<file path="src/design/linked_block_pool_allocator_defines.svh">
// Assertion helpers used by the allocator sequencer.
// Both sample on clk and are switched off while rst is high.
`ifndef LINKED_BLOCK_POOL_ALLOCATOR_DEFINES_SVH
`define LINKED_BLOCK_POOL_ALLOCATOR_DEFINES_SVH

// Same-cycle implication
`define LBPA_ASSERT_IMP(lbl, ante, cons, msg) \
  lbl: assert property (@(posedge clk) disable iff (rst) (ante) |-> (cons)) else $error(msg);

// Next-cycle implication
`define LBPA_ASSERT_NXT(lbl, ante, cons, msg) \
  lbl: assert property (@(posedge clk) disable iff (rst) (ante) |=> (cons)) else $error(msg);

`endif

</file>
<file path="src/design/lbpa_pkg.sv">
package lbpa_pkg;

  // Pool geometry
  localparam int POOL_BLOCKS = 64;
  localparam int IDX_W       = $clog2(POOL_BLOCKS);
  localparam int LINK_W      = IDX_W + 1;

  typedef logic [IDX_W-1:0]  idx_t;
  typedef logic [LINK_W-1:0] link_t;

  // Link value meaning "no block"
  localparam link_t LINK_NONE = LINK_W'(POOL_BLOCKS);
  localparam idx_t  LAST_IDX  = IDX_W'(POOL_BLOCKS - 1);

  // Request codes
  typedef enum logic [1:0] {
    REQ_ALLOC      = 2'd0,
    REQ_FREE_ONE   = 2'd1,
    REQ_FREE_CHAIN = 2'd2
  } req_t;

  // Status codes
  localparam logic STATUS_OK    = 1'b0;
  localparam logic STATUS_EMPTY = 1'b1;

  // Sequencer states
  typedef enum logic [3:0] {
    S_CLEAR,
    S_IDLE,
    S_A0,
    S_A1,
    S_A2,
    S_A3,
    S_C0,
    S_C1,
    S_R0,
    S_R1,
    S_R2,
    S_R3,
    S_DONE
  } state_t;

  // Link memory commands for one cycle
  typedef struct packed {
    logic  nxt_we;
    idx_t  nxt_waddr;
    link_t nxt_wdata;
    idx_t  nxt_raddr;
    logic  prv_we;
    idx_t  prv_waddr;
    link_t prv_wdata;
    idx_t  prv_raddr;
  } mem_cmd_t;

  // Finished transaction from the sequencer
  typedef struct packed {
    logic  done;
    link_t index;
    logic  status;
  } rsp_t;

  function automatic logic is_block(link_t l);
    return l < LINK_NONE;
  endfunction

endpackage

</file>
<file path="src/design/lbpa_ram.sv">
// Simple dual-port RAM, one write and one registered read per cycle
module lbpa_ram #(
  parameter int WIDTH = 8,
  parameter int DEPTH = 64
) (
  input  logic                     clk,
  input  logic                     we,
  input  logic [$clog2(DEPTH)-1:0] waddr,
  input  logic [WIDTH-1:0]         wdata,
  input  logic [$clog2(DEPTH)-1:0] raddr,
  output logic [WIDTH-1:0]         rdata
);

  logic [WIDTH-1:0] mem [DEPTH];

  always_ff @(posedge clk) begin
    if (we) begin
      mem[waddr] <= wdata;
    end
    rdata <= mem[raddr];
  end

endmodule

</file>
<file path="src/design/lbpa_ctrl.sv">
`include "linked_block_pool_allocator_defines.svh"

// Sequencer: runs every request as a series of link memory steps.
// The unlink/relink step sequence is shared by single free and chain free.
module lbpa_ctrl (
  input  logic              clk,
  input  logic              rst,
  input  logic              req_valid,
  input  logic [1:0]        req_type,
  input  logic [5:0]        block_index,
  output logic              req_stall,
  input  logic              out_free,
  input  lbpa_pkg::link_t   nxt_rdata,
  input  lbpa_pkg::link_t   prv_rdata,
  output lbpa_pkg::mem_cmd_t cmd,
  output lbpa_pkg::rsp_t    rsp
);

  lbpa_pkg::state_t state, state_next;
  lbpa_pkg::idx_t   blk, blk_next;
  lbpa_pkg::idx_t   clr_idx, clr_idx_next;
  lbpa_pkg::link_t  free_head, free_head_next;
  lbpa_pkg::link_t  link_p, link_p_next;
  lbpa_pkg::link_t  link_n, link_n_next;
  lbpa_pkg::link_t  chain_p, chain_p_next;
  lbpa_pkg::link_t  cnt, cnt_next;
  lbpa_pkg::link_t  cnt_inc;
  logic             chain, chain_next;
  lbpa_pkg::link_t  res_index, res_index_next;
  logic             res_status, res_status_next;

  assign req_stall = (state != lbpa_pkg::S_IDLE);
  assign cnt_inc   = cnt + 1'b1;

  // Control state
  always_ff @(posedge clk) begin
    if (rst) begin
      state     <= lbpa_pkg::S_CLEAR;
      clr_idx   <= '0;
      free_head <= '0;
      cnt       <= '0;
    end else begin
      state     <= state_next;
      clr_idx   <= clr_idx_next;
      free_head <= free_head_next;
      cnt       <= cnt_next;
    end
  end

  // Working registers
  always_ff @(posedge clk) begin
    blk        <= blk_next;
    link_p     <= link_p_next;
    link_n     <= link_n_next;
    chain_p    <= chain_p_next;
    chain      <= chain_next;
    res_index  <= res_index_next;
    res_status <= res_status_next;
  end

  // Next state and memory commands
  always_comb begin
    state_next      = state;
    blk_next        = blk;
    clr_idx_next    = clr_idx;
    free_head_next  = free_head;
    link_p_next     = link_p;
    link_n_next     = link_n;
    chain_p_next    = chain_p;
    cnt_next        = cnt;
    chain_next      = chain;
    res_index_next  = res_index;
    res_status_next = res_status;
    cmd             = '0;
    rsp.done        = 1'b0;
    rsp.index       = res_index;
    rsp.status      = res_status;

    unique case (state)
      // Build the initial free list, one entry per cycle
      lbpa_pkg::S_CLEAR: begin
        cmd.nxt_we    = 1'b1;
        cmd.nxt_waddr = clr_idx;
        cmd.nxt_wdata = lbpa_pkg::LINK_W'(clr_idx) + 1'b1;
        cmd.prv_we    = 1'b1;
        cmd.prv_waddr = clr_idx;
        cmd.prv_wdata = (clr_idx == '0) ? lbpa_pkg::LINK_NONE
                                        : lbpa_pkg::LINK_W'(clr_idx) - 1'b1;
        clr_idx_next  = clr_idx + 1'b1;
        if (clr_idx == lbpa_pkg::LAST_IDX) begin
          state_next = lbpa_pkg::S_IDLE;
        end
      end

      lbpa_pkg::S_IDLE: begin
        if (req_valid) begin
          blk_next        = block_index;
          res_index_next  = lbpa_pkg::LINK_NONE;
          res_status_next = lbpa_pkg::STATUS_OK;
          unique case (req_type)
            lbpa_pkg::REQ_ALLOC: begin
              if (!lbpa_pkg::is_block(free_head)) begin
                res_status_next = lbpa_pkg::STATUS_EMPTY;
                state_next      = lbpa_pkg::S_DONE;
              end else begin
                link_p_next = free_head;
                state_next  = lbpa_pkg::S_A0;
              end
            end
            lbpa_pkg::REQ_FREE_ONE: begin
              chain_next = 1'b0;
              state_next = lbpa_pkg::S_R0;
            end
            lbpa_pkg::REQ_FREE_CHAIN: begin
              chain_next = 1'b1;
              state_next = lbpa_pkg::S_C0;
            end
            default: begin
              state_next = lbpa_pkg::S_DONE;
            end
          endcase
        end
      end

      // Allocate: fetch successor of the free head
      lbpa_pkg::S_A0: begin
        cmd.nxt_raddr = link_p[lbpa_pkg::IDX_W-1:0];
        state_next    = lbpa_pkg::S_A1;
      end

      // Advance free head, cut its back link; fetch successor of target
      lbpa_pkg::S_A1: begin
        free_head_next = nxt_rdata;
        cmd.nxt_raddr  = blk;
        if (lbpa_pkg::is_block(nxt_rdata)) begin
          cmd.prv_we    = 1'b1;
          cmd.prv_waddr = nxt_rdata[lbpa_pkg::IDX_W-1:0];
          cmd.prv_wdata = lbpa_pkg::LINK_NONE;
        end
        state_next = lbpa_pkg::S_A2;
      end

      // Link new block between target and its old successor
      lbpa_pkg::S_A2: begin
        link_n_next   = nxt_rdata;
        cmd.prv_we    = 1'b1;
        cmd.prv_waddr = link_p[lbpa_pkg::IDX_W-1:0];
        cmd.prv_wdata = lbpa_pkg::LINK_W'(blk);
        cmd.nxt_we    = 1'b1;
        cmd.nxt_waddr = link_p[lbpa_pkg::IDX_W-1:0];
        cmd.nxt_wdata = nxt_rdata;
        state_next    = lbpa_pkg::S_A3;
      end

      lbpa_pkg::S_A3: begin
        if (lbpa_pkg::is_block(link_n)) begin
          cmd.prv_we    = 1'b1;
          cmd.prv_waddr = link_n[lbpa_pkg::IDX_W-1:0];
          cmd.prv_wdata = link_p;
        end
        cmd.nxt_we     = 1'b1;
        cmd.nxt_waddr  = blk;
        cmd.nxt_wdata  = link_p;
        res_index_next = link_p;
        state_next     = lbpa_pkg::S_DONE;
      end

      // Chain free: detach from predecessor
      lbpa_pkg::S_C0: begin
        cmd.prv_raddr = blk;
        state_next    = lbpa_pkg::S_C1;
      end

      lbpa_pkg::S_C1: begin
        chain_p_next = prv_rdata;
        if (lbpa_pkg::is_block(prv_rdata)) begin
          cmd.nxt_we    = 1'b1;
          cmd.nxt_waddr = prv_rdata[lbpa_pkg::IDX_W-1:0];
          cmd.nxt_wdata = lbpa_pkg::LINK_NONE;
        end
        cnt_next   = '0;
        state_next = lbpa_pkg::S_R0;
      end

      // Release: read both links of the block
      lbpa_pkg::S_R0: begin
        cmd.nxt_raddr = blk;
        cmd.prv_raddr = blk;
        state_next    = lbpa_pkg::S_R1;
      end

      // Release: bridge the neighbours
      lbpa_pkg::S_R1: begin
        link_p_next = prv_rdata;
        link_n_next = nxt_rdata;
        if (lbpa_pkg::is_block(prv_rdata)) begin
          cmd.nxt_we    = 1'b1;
          cmd.nxt_waddr = prv_rdata[lbpa_pkg::IDX_W-1:0];
          cmd.nxt_wdata = nxt_rdata;
        end
        if (lbpa_pkg::is_block(nxt_rdata)) begin
          cmd.prv_we    = 1'b1;
          cmd.prv_waddr = nxt_rdata[lbpa_pkg::IDX_W-1:0];
          cmd.prv_wdata = prv_rdata;
        end
        state_next = lbpa_pkg::S_R2;
      end

      // Release: push block on the free list
      lbpa_pkg::S_R2: begin
        cmd.nxt_we    = 1'b1;
        cmd.nxt_waddr = blk;
        cmd.nxt_wdata = free_head;
        cmd.prv_we    = 1'b1;
        cmd.prv_waddr = blk;
        cmd.prv_wdata = lbpa_pkg::LINK_NONE;
        state_next    = lbpa_pkg::S_R3;
      end

      // Release: back link of old free head, then continue or finish
      lbpa_pkg::S_R3: begin
        if (lbpa_pkg::is_block(free_head)) begin
          cmd.prv_we    = 1'b1;
          cmd.prv_waddr = free_head[lbpa_pkg::IDX_W-1:0];
          cmd.prv_wdata = lbpa_pkg::LINK_W'(blk);
        end
        free_head_next = lbpa_pkg::LINK_W'(blk);
        if (!chain) begin
          res_index_next = link_n;
          state_next     = lbpa_pkg::S_DONE;
        end else begin
          cnt_next = cnt_inc;
          if (lbpa_pkg::is_block(link_n) && (cnt_inc < lbpa_pkg::LINK_NONE)) begin
            blk_next   = link_n[lbpa_pkg::IDX_W-1:0];
            state_next = lbpa_pkg::S_R0;
          end else begin
            res_index_next = chain_p;
            state_next     = lbpa_pkg::S_DONE;
          end
        end
      end

      // Hand the result over once the output slot is free
      lbpa_pkg::S_DONE: begin
        if (out_free) begin
          rsp.done   = 1'b1;
          state_next = lbpa_pkg::S_IDLE;
        end
      end

      default: begin
        state_next = lbpa_pkg::S_IDLE;
      end
    endcase
  end

  `LBPA_ASSERT_IMP(a_fh_range, state != lbpa_pkg::S_CLEAR, free_head <= lbpa_pkg::LINK_NONE, "free head out of range")
  `LBPA_ASSERT_IMP(a_walk_bound, 1'b1, cnt <= lbpa_pkg::LINK_NONE, "chain walk exceeded pool size")
  `LBPA_ASSERT_NXT(a_busy_after_accept, req_valid && !req_stall, state != lbpa_pkg::S_IDLE, "accepted transaction lost")
  `LBPA_ASSERT_IMP(a_done_slot, rsp.done, out_free, "result issued into a full output slot")

endmodule

</file>
<file path="src/design/linked_block_pool_allocator.sv">
// Pool of 64 blocks with next and previous links held in two link RAMs;
// free blocks form a doubly linked list. After reset the block runs a
// clearing pass that chains every block onto the free list, holding
// req_stall high meanwhile. One request is handled at a time by a
// sequencer issuing one read and one write per link RAM per cycle, so
// the RAM ports set the pace of each request. A chain free releases at
// most 64 blocks. The result sits in an output register, so a request can
// be accepted while the previous result is still waiting on rsp_stall.
module linked_block_pool_allocator (
  input  logic       clk,
  input  logic       rst,
  input  logic       req_valid,
  output logic       req_stall,
  input  logic [1:0] req_type,
  input  logic [5:0] block_index,
  output logic       rsp_valid,
  input  logic       rsp_stall,
  output logic [6:0] result_index,
  output logic       status
);

  lbpa_pkg::mem_cmd_t cmd;
  lbpa_pkg::rsp_t     rsp;
  lbpa_pkg::link_t    nxt_rdata;
  lbpa_pkg::link_t    prv_rdata;
  logic               out_free;

  assign out_free = !rsp_valid || !rsp_stall;

  lbpa_ctrl u_ctrl (
    .clk         (clk),
    .rst         (rst),
    .req_valid   (req_valid),
    .req_type    (req_type),
    .block_index (block_index),
    .req_stall   (req_stall),
    .out_free    (out_free),
    .nxt_rdata   (nxt_rdata),
    .prv_rdata   (prv_rdata),
    .cmd         (cmd),
    .rsp         (rsp)
  );

  // Next links
  lbpa_ram #(
    .WIDTH (lbpa_pkg::LINK_W),
    .DEPTH (lbpa_pkg::POOL_BLOCKS)
  ) u_nxt_ram (
    .clk   (clk),
    .we    (cmd.nxt_we),
    .waddr (cmd.nxt_waddr),
    .wdata (cmd.nxt_wdata),
    .raddr (cmd.nxt_raddr),
    .rdata (nxt_rdata)
  );

  // Previous links
  lbpa_ram #(
    .WIDTH (lbpa_pkg::LINK_W),
    .DEPTH (lbpa_pkg::POOL_BLOCKS)
  ) u_prv_ram (
    .clk   (clk),
    .we    (cmd.prv_we),
    .waddr (cmd.prv_waddr),
    .wdata (cmd.prv_wdata),
    .raddr (cmd.prv_raddr),
    .rdata (prv_rdata)
  );

  // Output register
  always_ff @(posedge clk) begin
    if (rst) begin
      rsp_valid <= 1'b0;
    end else if (rsp.done) begin
      rsp_valid <= 1'b1;
    end else if (!rsp_stall) begin
      rsp_valid <= 1'b0;
    end
  end

  always_ff @(posedge clk) begin
    if (rsp.done) begin
      result_index <= rsp.index;
      status       <= rsp.status;
    end
  end

endmodule

</file>
<file path="config.mk">
export PLATFORM = sky130hd
export DESIGN_NAME = linked_block_pool_allocator
export DESIGN_NICKNAME = d
export VERILOG_FILES = /design/src/design/lbpa_pkg.sv /design/src/design/lbpa_ram.sv /design/src/design/lbpa_ctrl.sv /design/src/design/linked_block_pool_allocator.sv
export VERILOG_INCLUDE_DIRS = /design/src /design/src/design
export SDC_FILE = /design/constraint.sdc
export NUM_CORES = 1
export LEC_CHECK = 0
export BUFFER_PORTS_ARGS = -buffer_cell sky130_fd_sc_hd__buf_2
export CORE_UTILIZATION = 63
export CTS_CLUSTER_SIZE = 30
export DETAILED_ROUTE_END_ITERATION = 8
export PLACE_DENSITY_LB_ADDON = 0.05
export SYNTH_ARGS = -nofsm -noshare
export SYNTH_HDL_FRONTEND = slang
export SYNTH_SLANG_ARGS = --single-unit
</file>
<file path="constraint.sdc">
create_clock -name clk -period 6.95 [get_ports clk]
set_input_delay 0.3475 -clock clk [delete_from_list [all_inputs] [get_ports clk]]
set_output_delay 0.3475 -clock clk [all_outputs]
set_load 0.005 [all_outputs]
</file>
* Word level (Yosys, flattened, before mapping)
Memories as Yosys holds them, arrays and structs flattened. A register that Yosys moved wholly into a read port is not among the register bits.
Cells that the tools add are included.
** Word-level totals
- Register bits after elaboration :: 69
- RAM bits :: 896
- Bits of input ports :: 12
- Output and inout port bits :: 10
- Logic and storage cells :: 117
- Memories :: 2
** Memory list
- u_nxt_ram.mem :: words 64, width 7, rd ports 1, clocked after memory_dff 1, write ports 1, RTL line lbpa_ram.sv:14 : logic [WIDTH-1:0] mem [DEPTH];
- u_prv_ram.mem :: words 64, width 7, rd ports 1, clocked after memory_dff 1, write ports 1, RTL line lbpa_ram.sv:14
** Operators by class
- $add $sub $neg :: 4
- $lt $le $gt $ge :: 5
- Eq/ne operators :: 25
- Mux-type cells :: 44
- Reductions and logical operators :: 23
** Operator list (count)
- one-hot mux 14 bit (7 select lines) :: 1
- 2-to-1 mux 14 bit :: 6
- one-hot mux 14 bit (6 select lines) :: 1
- 2-to-1 mux 7 bit :: 8
- one-hot mux 4 bit (13 select lines) :: 1
- one-hot mux 7 bit (2 select lines) :: 3
- less-than comparator 7 bit (second input constant) :: 5
- 2-to-1 mux 6 bit :: 4
- one-hot mux 6 bit (2 select lines) :: 2
- one-hot mux 7 bit (3 select lines) :: 1
- equality test 4 bit (second input constant) :: 5
- 2-to-1 mux 4 bit :: 5
- equality test 4 x 3 -> 1 bit (second input constant) :: 4
- inequality test 2 x 1 -> 1 bit (second input constant) :: 6
- one-hot mux 4 bit (3 select lines) :: 1
- nonzero test 2 bit :: 5
- 2-to-1 mux 1 bit :: 9
- AND reduction 3 bit :: 3
- equality test 4 x 2 -> 1 bit (second input constant) :: 2
- AND reduction 4 bit :: 2
- adder 6 x 1 -> 7 bit (second input constant) :: 1
- adder 7 x 1 -> 7 bit (second input constant) :: 1
- subtractor 6 x 1 -> 7 bit (second input constant) :: 1
- adder 6 x 1 -> 6 bit (second input constant) :: 1
- other kinds (18) :: 23

* Logic depth before layout (Yosys ltp)
- Depth after elaboration :: 6
- Mapped depth :: 12
- Mapped depth without buffers :: 9

* Hierarchy
A second synthesis with hierarchy kept.
** Unflattened totals
- Cells, all modules :: 2105
- Area, all modules :: 39431.6 µm²
** Modules (own cells, without submodules)
- lbpa_ram :: instances 2, cells an instance 827, area an instance 17635.7 µm²
- lbpa_ctrl :: instances 1, cells an instance 439, area an instance 3887.5 µm²
- linked_block_pool_allocator :: instances 1, cells an instance 12, area an instance 272.8 µm²

* Worst setup path before layout
No wires, ideal clock.
- Path type :: register -> register
- From :: register u_ctrl.state[2]
- To :: memory u_prv_ram.mem[0][2] (netlist bit) (data pin)
- Setup time :: 702 ps
- Data arrival time :: 4234 ps
- Required time :: 6248 ps
- Slack :: 2015 ps
- Stages on the path, launching flop included :: 7
- Path buffers :: 3
- Period minus slack after synthesis :: 4935 ps
- Cells stage by stage :: dfxtp_1 > buf_2 > buf_2 > clkbuf_1 > nor4_1 > nand2b_1 > o21ai_0
** RTL lines
- start: declaration :: RTL line lbpa_ctrl.sv:19 : lbpa_pkg::state_t state, state_next;
- start signal: assignment :: RTL line lbpa_ctrl.sv:38 : state <= lbpa_pkg::S_CLEAR;
- start signal: assignment :: RTL line lbpa_ctrl.sv:43 : state <= state_next;
- end: declaration :: RTL line lbpa_ram.sv:14

* Final worst setup path
- From :: register u_ctrl.state[2]
- To :: register u_prv_ram.rdata[1], read port of u_prv_ram.mem
** Between the ends
- Longest elaborated chain between the ends :: 3
- Elaborated cells on any way between the ends :: 4
** Ends and longest elaborated chain
- equality test 4 x 3 -> 1 bit or equality test 4 bit (tied branches) :: RTL line lbpa_ctrl.sv:79 : unique case (state)
- OR reduction 2 bit (no line) (*)
- 2-to-1 mux 6 bit (*) :: RTL line lbpa_ctrl.sv:79
- end: declaration :: RTL line lbpa_ram.sv:11 : output logic [WIDTH-1:0] rdata
Every way passes the cells marked *; elsewhere a longest branch is shown, timed or not.
A chain may end at the register's enable or synchronous reset.

==> impl_metrics.tcl <==
set metrics [dict create \
    maxSlewViolCount 0 \
    clkTransAtPathRegs_ns 0.06 \
    grt_max_degree 166 \
    setup_violations 0 \
    synth-seq-cells 979 \
    grt_pass1_vias 24250 \
    tns_ns 0 \
    instances_no_fill 3752 \
    ir_drop_mv 0.2462 \
    async_flop_share 0 \
    post_drt_wl_per_cell_microns 27.19 \
    drt-initial-drc-count 2762 \
    min_period_ns 4.404 \
    layout_common_cells "940 x edfxtp_1, 402 x nand2_1, 215 x nor2_1" \
    pre_cts_slack_ns 2.758 \
    mostFrequentLayoutCell "edfxtp_1" \
    antenna_found_initial 0 \
    synth_nets 2852 \
    cts.sinks 979 \
    num-nets-final 2848 \
    setup.worst_path.end "u_prv_ram.rdata[1]$_DFF_P_" \
    post-route-util 0.7031 \
    fin_crit_sh 0.6337 \
    cts_root_buf "clkbuf_16" \
    p_leak_nw 15.00 \
    synthFlopType "edfxtp_1" \
    synth_warnings 0 \
    num_antenna_cells 0 \
    holdWs_ns 0.1018 \
    num_rows 92 \
    start_util 0.6380 \
    timing.rr.start "u_ctrl.state[2]$_SDFFE_PP0P_" \
    viasPerCell 6.610 \
    port_buffers 21 \
    syn-instance-count 2834 \
    maxCapViolCount 0 \
    syn_area_per_cell_sq_um 14.20 \
    drc 0 \
    fillers 4248 \
    h-tree-depth 3 \
    start_kind "flip-flop" \
    status "finished clean" \
    ant_nets 0 \
    clock_skew_ns 0.02108 \
    tritoncts "yes" \
    syn_to_final_growth_pct 10.20 \
    finalPower_mw 12.24 \
    rsz0062_at_grt "false" \
    yosysSeqAreaShare 0.7208 \
    final_cell_area_sq_um 44350 \
    hpwl_microns 60830 \
    grt_pass1_wl_microns 150900 \
    coreArea_sq_um 63080 \
    clockBufferDepth 3 \
    required_ns 7.42 \
    vias 24800 \
    yosys-top-cells-area "edfxtp_1 70%, mux2i_1 5.0%, nand2_1 3.8%" \
    crit_start "u_ctrl.state[2]$_SDFFE_PP0P_" \
    reg2reg_depth 8 \
    finalHoldViolCount 0 \
    globalplace.congestion 0.9217 \
    crit_fanout 57 \
    die_h_microns 254.7 \
    gr-total-overflow 0 \
    place_area_sq_um 41170 \
    cts_resized 0 \
    place_inst 3571 \
    end_kind "flip-flop" \
    setup_slack_ns 2.546 \
    drive_gt1_frac 0.09979 \
    clk_latency_ns 0.65 \
    max_clock_freq_mhz 227.1 \
    r2r-end "u_prv_ram.rdata[1]$_DFF_P_" \
    maxSlewHeadroom 0.2486 \
    synth_top_cell_area_share 0.7014 \
    power_density_nw_per_um2 276.1 \
    grt_usage 0.3188 \
    critPathKind "flip-flop to flip-flop" \
    ys_types 75 \
    dr.pass1.iters 8 \
    netlist_area_sq_um 40240 \
    worstPathArrival_ns 4.87 \
    cts_setup_buffers 0 \
    die_w_microns 254.7 \
    die_area_sq_um 64890 \
    tightest_slew_ns 1.123 \
    io_pins 22 \
    ff2ff_setup_slack_ns 2.55 \
    finalWirelength_microns 102000 \
    hp-class "primary input to flip-flop" \
    synth_edf_count 940 \
    cts_buffers 96 \
    cts_hold_buf 7 \
    synth_area_leader_cell "edfxtp_1" \
]
synthesized netlist by cell type (4+ instances only):
master	n
nand4_1	7
nand3_1	187
ha_1	6
o221ai_1	27
o2111a_1	18
o22ai_1	46
a21oi_1	56
xor2_1	8
clkbuf_1	80
a211oi_1	57
xnor2_1	9
edfxtp_1	940
a221o_1	11
a32o_1	4
o311ai_0	14
dfxtp_1	39
buf_2	75
buf_1	12
a222oi_1	5
o21ai_0	60
a221oi_1	12
o211ai_1	34
nand2_1	403
inv_1	12
mux2_2	60
nor2b_1	30
a22oi_1	33
a311oi_1	21
mux2i_1	200
o311a_1	6
and2_1	10
o2111ai_1	11
nand2b_1	11
a22o_1	7
o32ai_1	13
nor2_1	216
a31oi_1	5
o31ai_1	7
nor3_1	12
buf_4	7
or3_1	11
layout make-up:
type | count | area, sq um | share of cell area
Tap cell | 846 | 1059 | 0.02387
Timing Repair Buffer | 72 | 543.0 | 0.01224
Sequential cell | 979 | 29010 | 0.6541
Clock inverter | 51 | 498.0 | 0.01123
Multi-Input combinational cell | 1666 | 10580 | 0.2385
Clock buffer | 123 | 2609 | 0.05882
Inverter | 15 | 56.30 | 0.001270
state kept, by name (all words and copies together) (netlist names):
| signal | cells |
|---|---|
| u_ctrl.free_head | 7 |
| u_ctrl.chain | 1 |
| u_ctrl.res_index | 7 |
| u_ctrl.link_n | 7 |
| u_ctrl.state | 4 |
| u_nxt_ram.rdata | 7 |
| u_ctrl.blk | 6 |
| u_prv_ram.rdata | 7 |
| u_nxt_ram.mem | 448 |
| u_ctrl.chain_p | 7 |
| u_prv_ram.mem | 448 |
| rsp_valid | 1 |
| result_index | 7 |
| u_ctrl.cnt | 7 |
| u_ctrl.res_status | 1 |
| status | 1 |
| u_ctrl.link_p | 7 |
| u_ctrl.clr_idx | 6 |
metal layers:
metal	wire, microns	GRT usage
met1	39560	0.4249
met2	49390	0.5196
met5	0	0
met4	4591	0.1524
met3	8469	0.04766
how the worst min path moves through the flow:
| stage | start | endpoint | cells past startpoint |
|---|---|---|---|
| CTS | req_type[1] | u_ctrl.chain$_DFFE_PP_ | 2 |
| finish | req_type[1] | u_ctrl.chain$_DFFE_PP_ | 2 |
| global placement | u_ctrl.res_index[4]$_DFFE_PP_ | result_index[4]$_DFFE_PP_ | 0 |
| detailed placement | u_ctrl.res_index[4]$_DFFE_PP_ | result_index[4]$_DFFE_PP_ | 0 |
| global route | req_type[1] | u_ctrl.chain$_DFFE_PP_ | 2 |
| floorplan | u_ctrl.res_index[0]$_DFFE_PP_ | result_index[0]$_DFFE_PP_ | 0 |
critical path: stages (launching register included):
cell and delay (ns):
dfxtp_1 0.93, nand3b_1 0.38, a21oi_4 0.23, buf_4 0.43
nand2_2 0.72, a211oi_1 0.66, a311oi_1 0.10, o32ai_1 0.47
nand3_1 0.24
power breakdown:
part	switching, mW	internal (mW)	leakage [nW]	total, mW
Sequential	0.0577	6.62	9.03	6.68
Clock	2.15	3.01	1.52	5.16
Combinational	0.330	0.0657	4.45	0.396
Total	2.54	9.70	15.0	12.2
cell families (layout without fill, tap and decap cells):
family,count (synthesis),count (layout),share of synthesized area
flip-flops,979,979,0.7208
AND/OR/NAND/NOR,913,913,0.09856
adder cells (fa/ha/maj),6,6,0.001865
XOR/XNOR,17,17,0.003700
AO/OA/AOI/OAI,468,468,0.08678
buffers and inverters,189,261,0.02061
multiplexers,262,262,0.06766
Power figures use the tool's default switching activity.
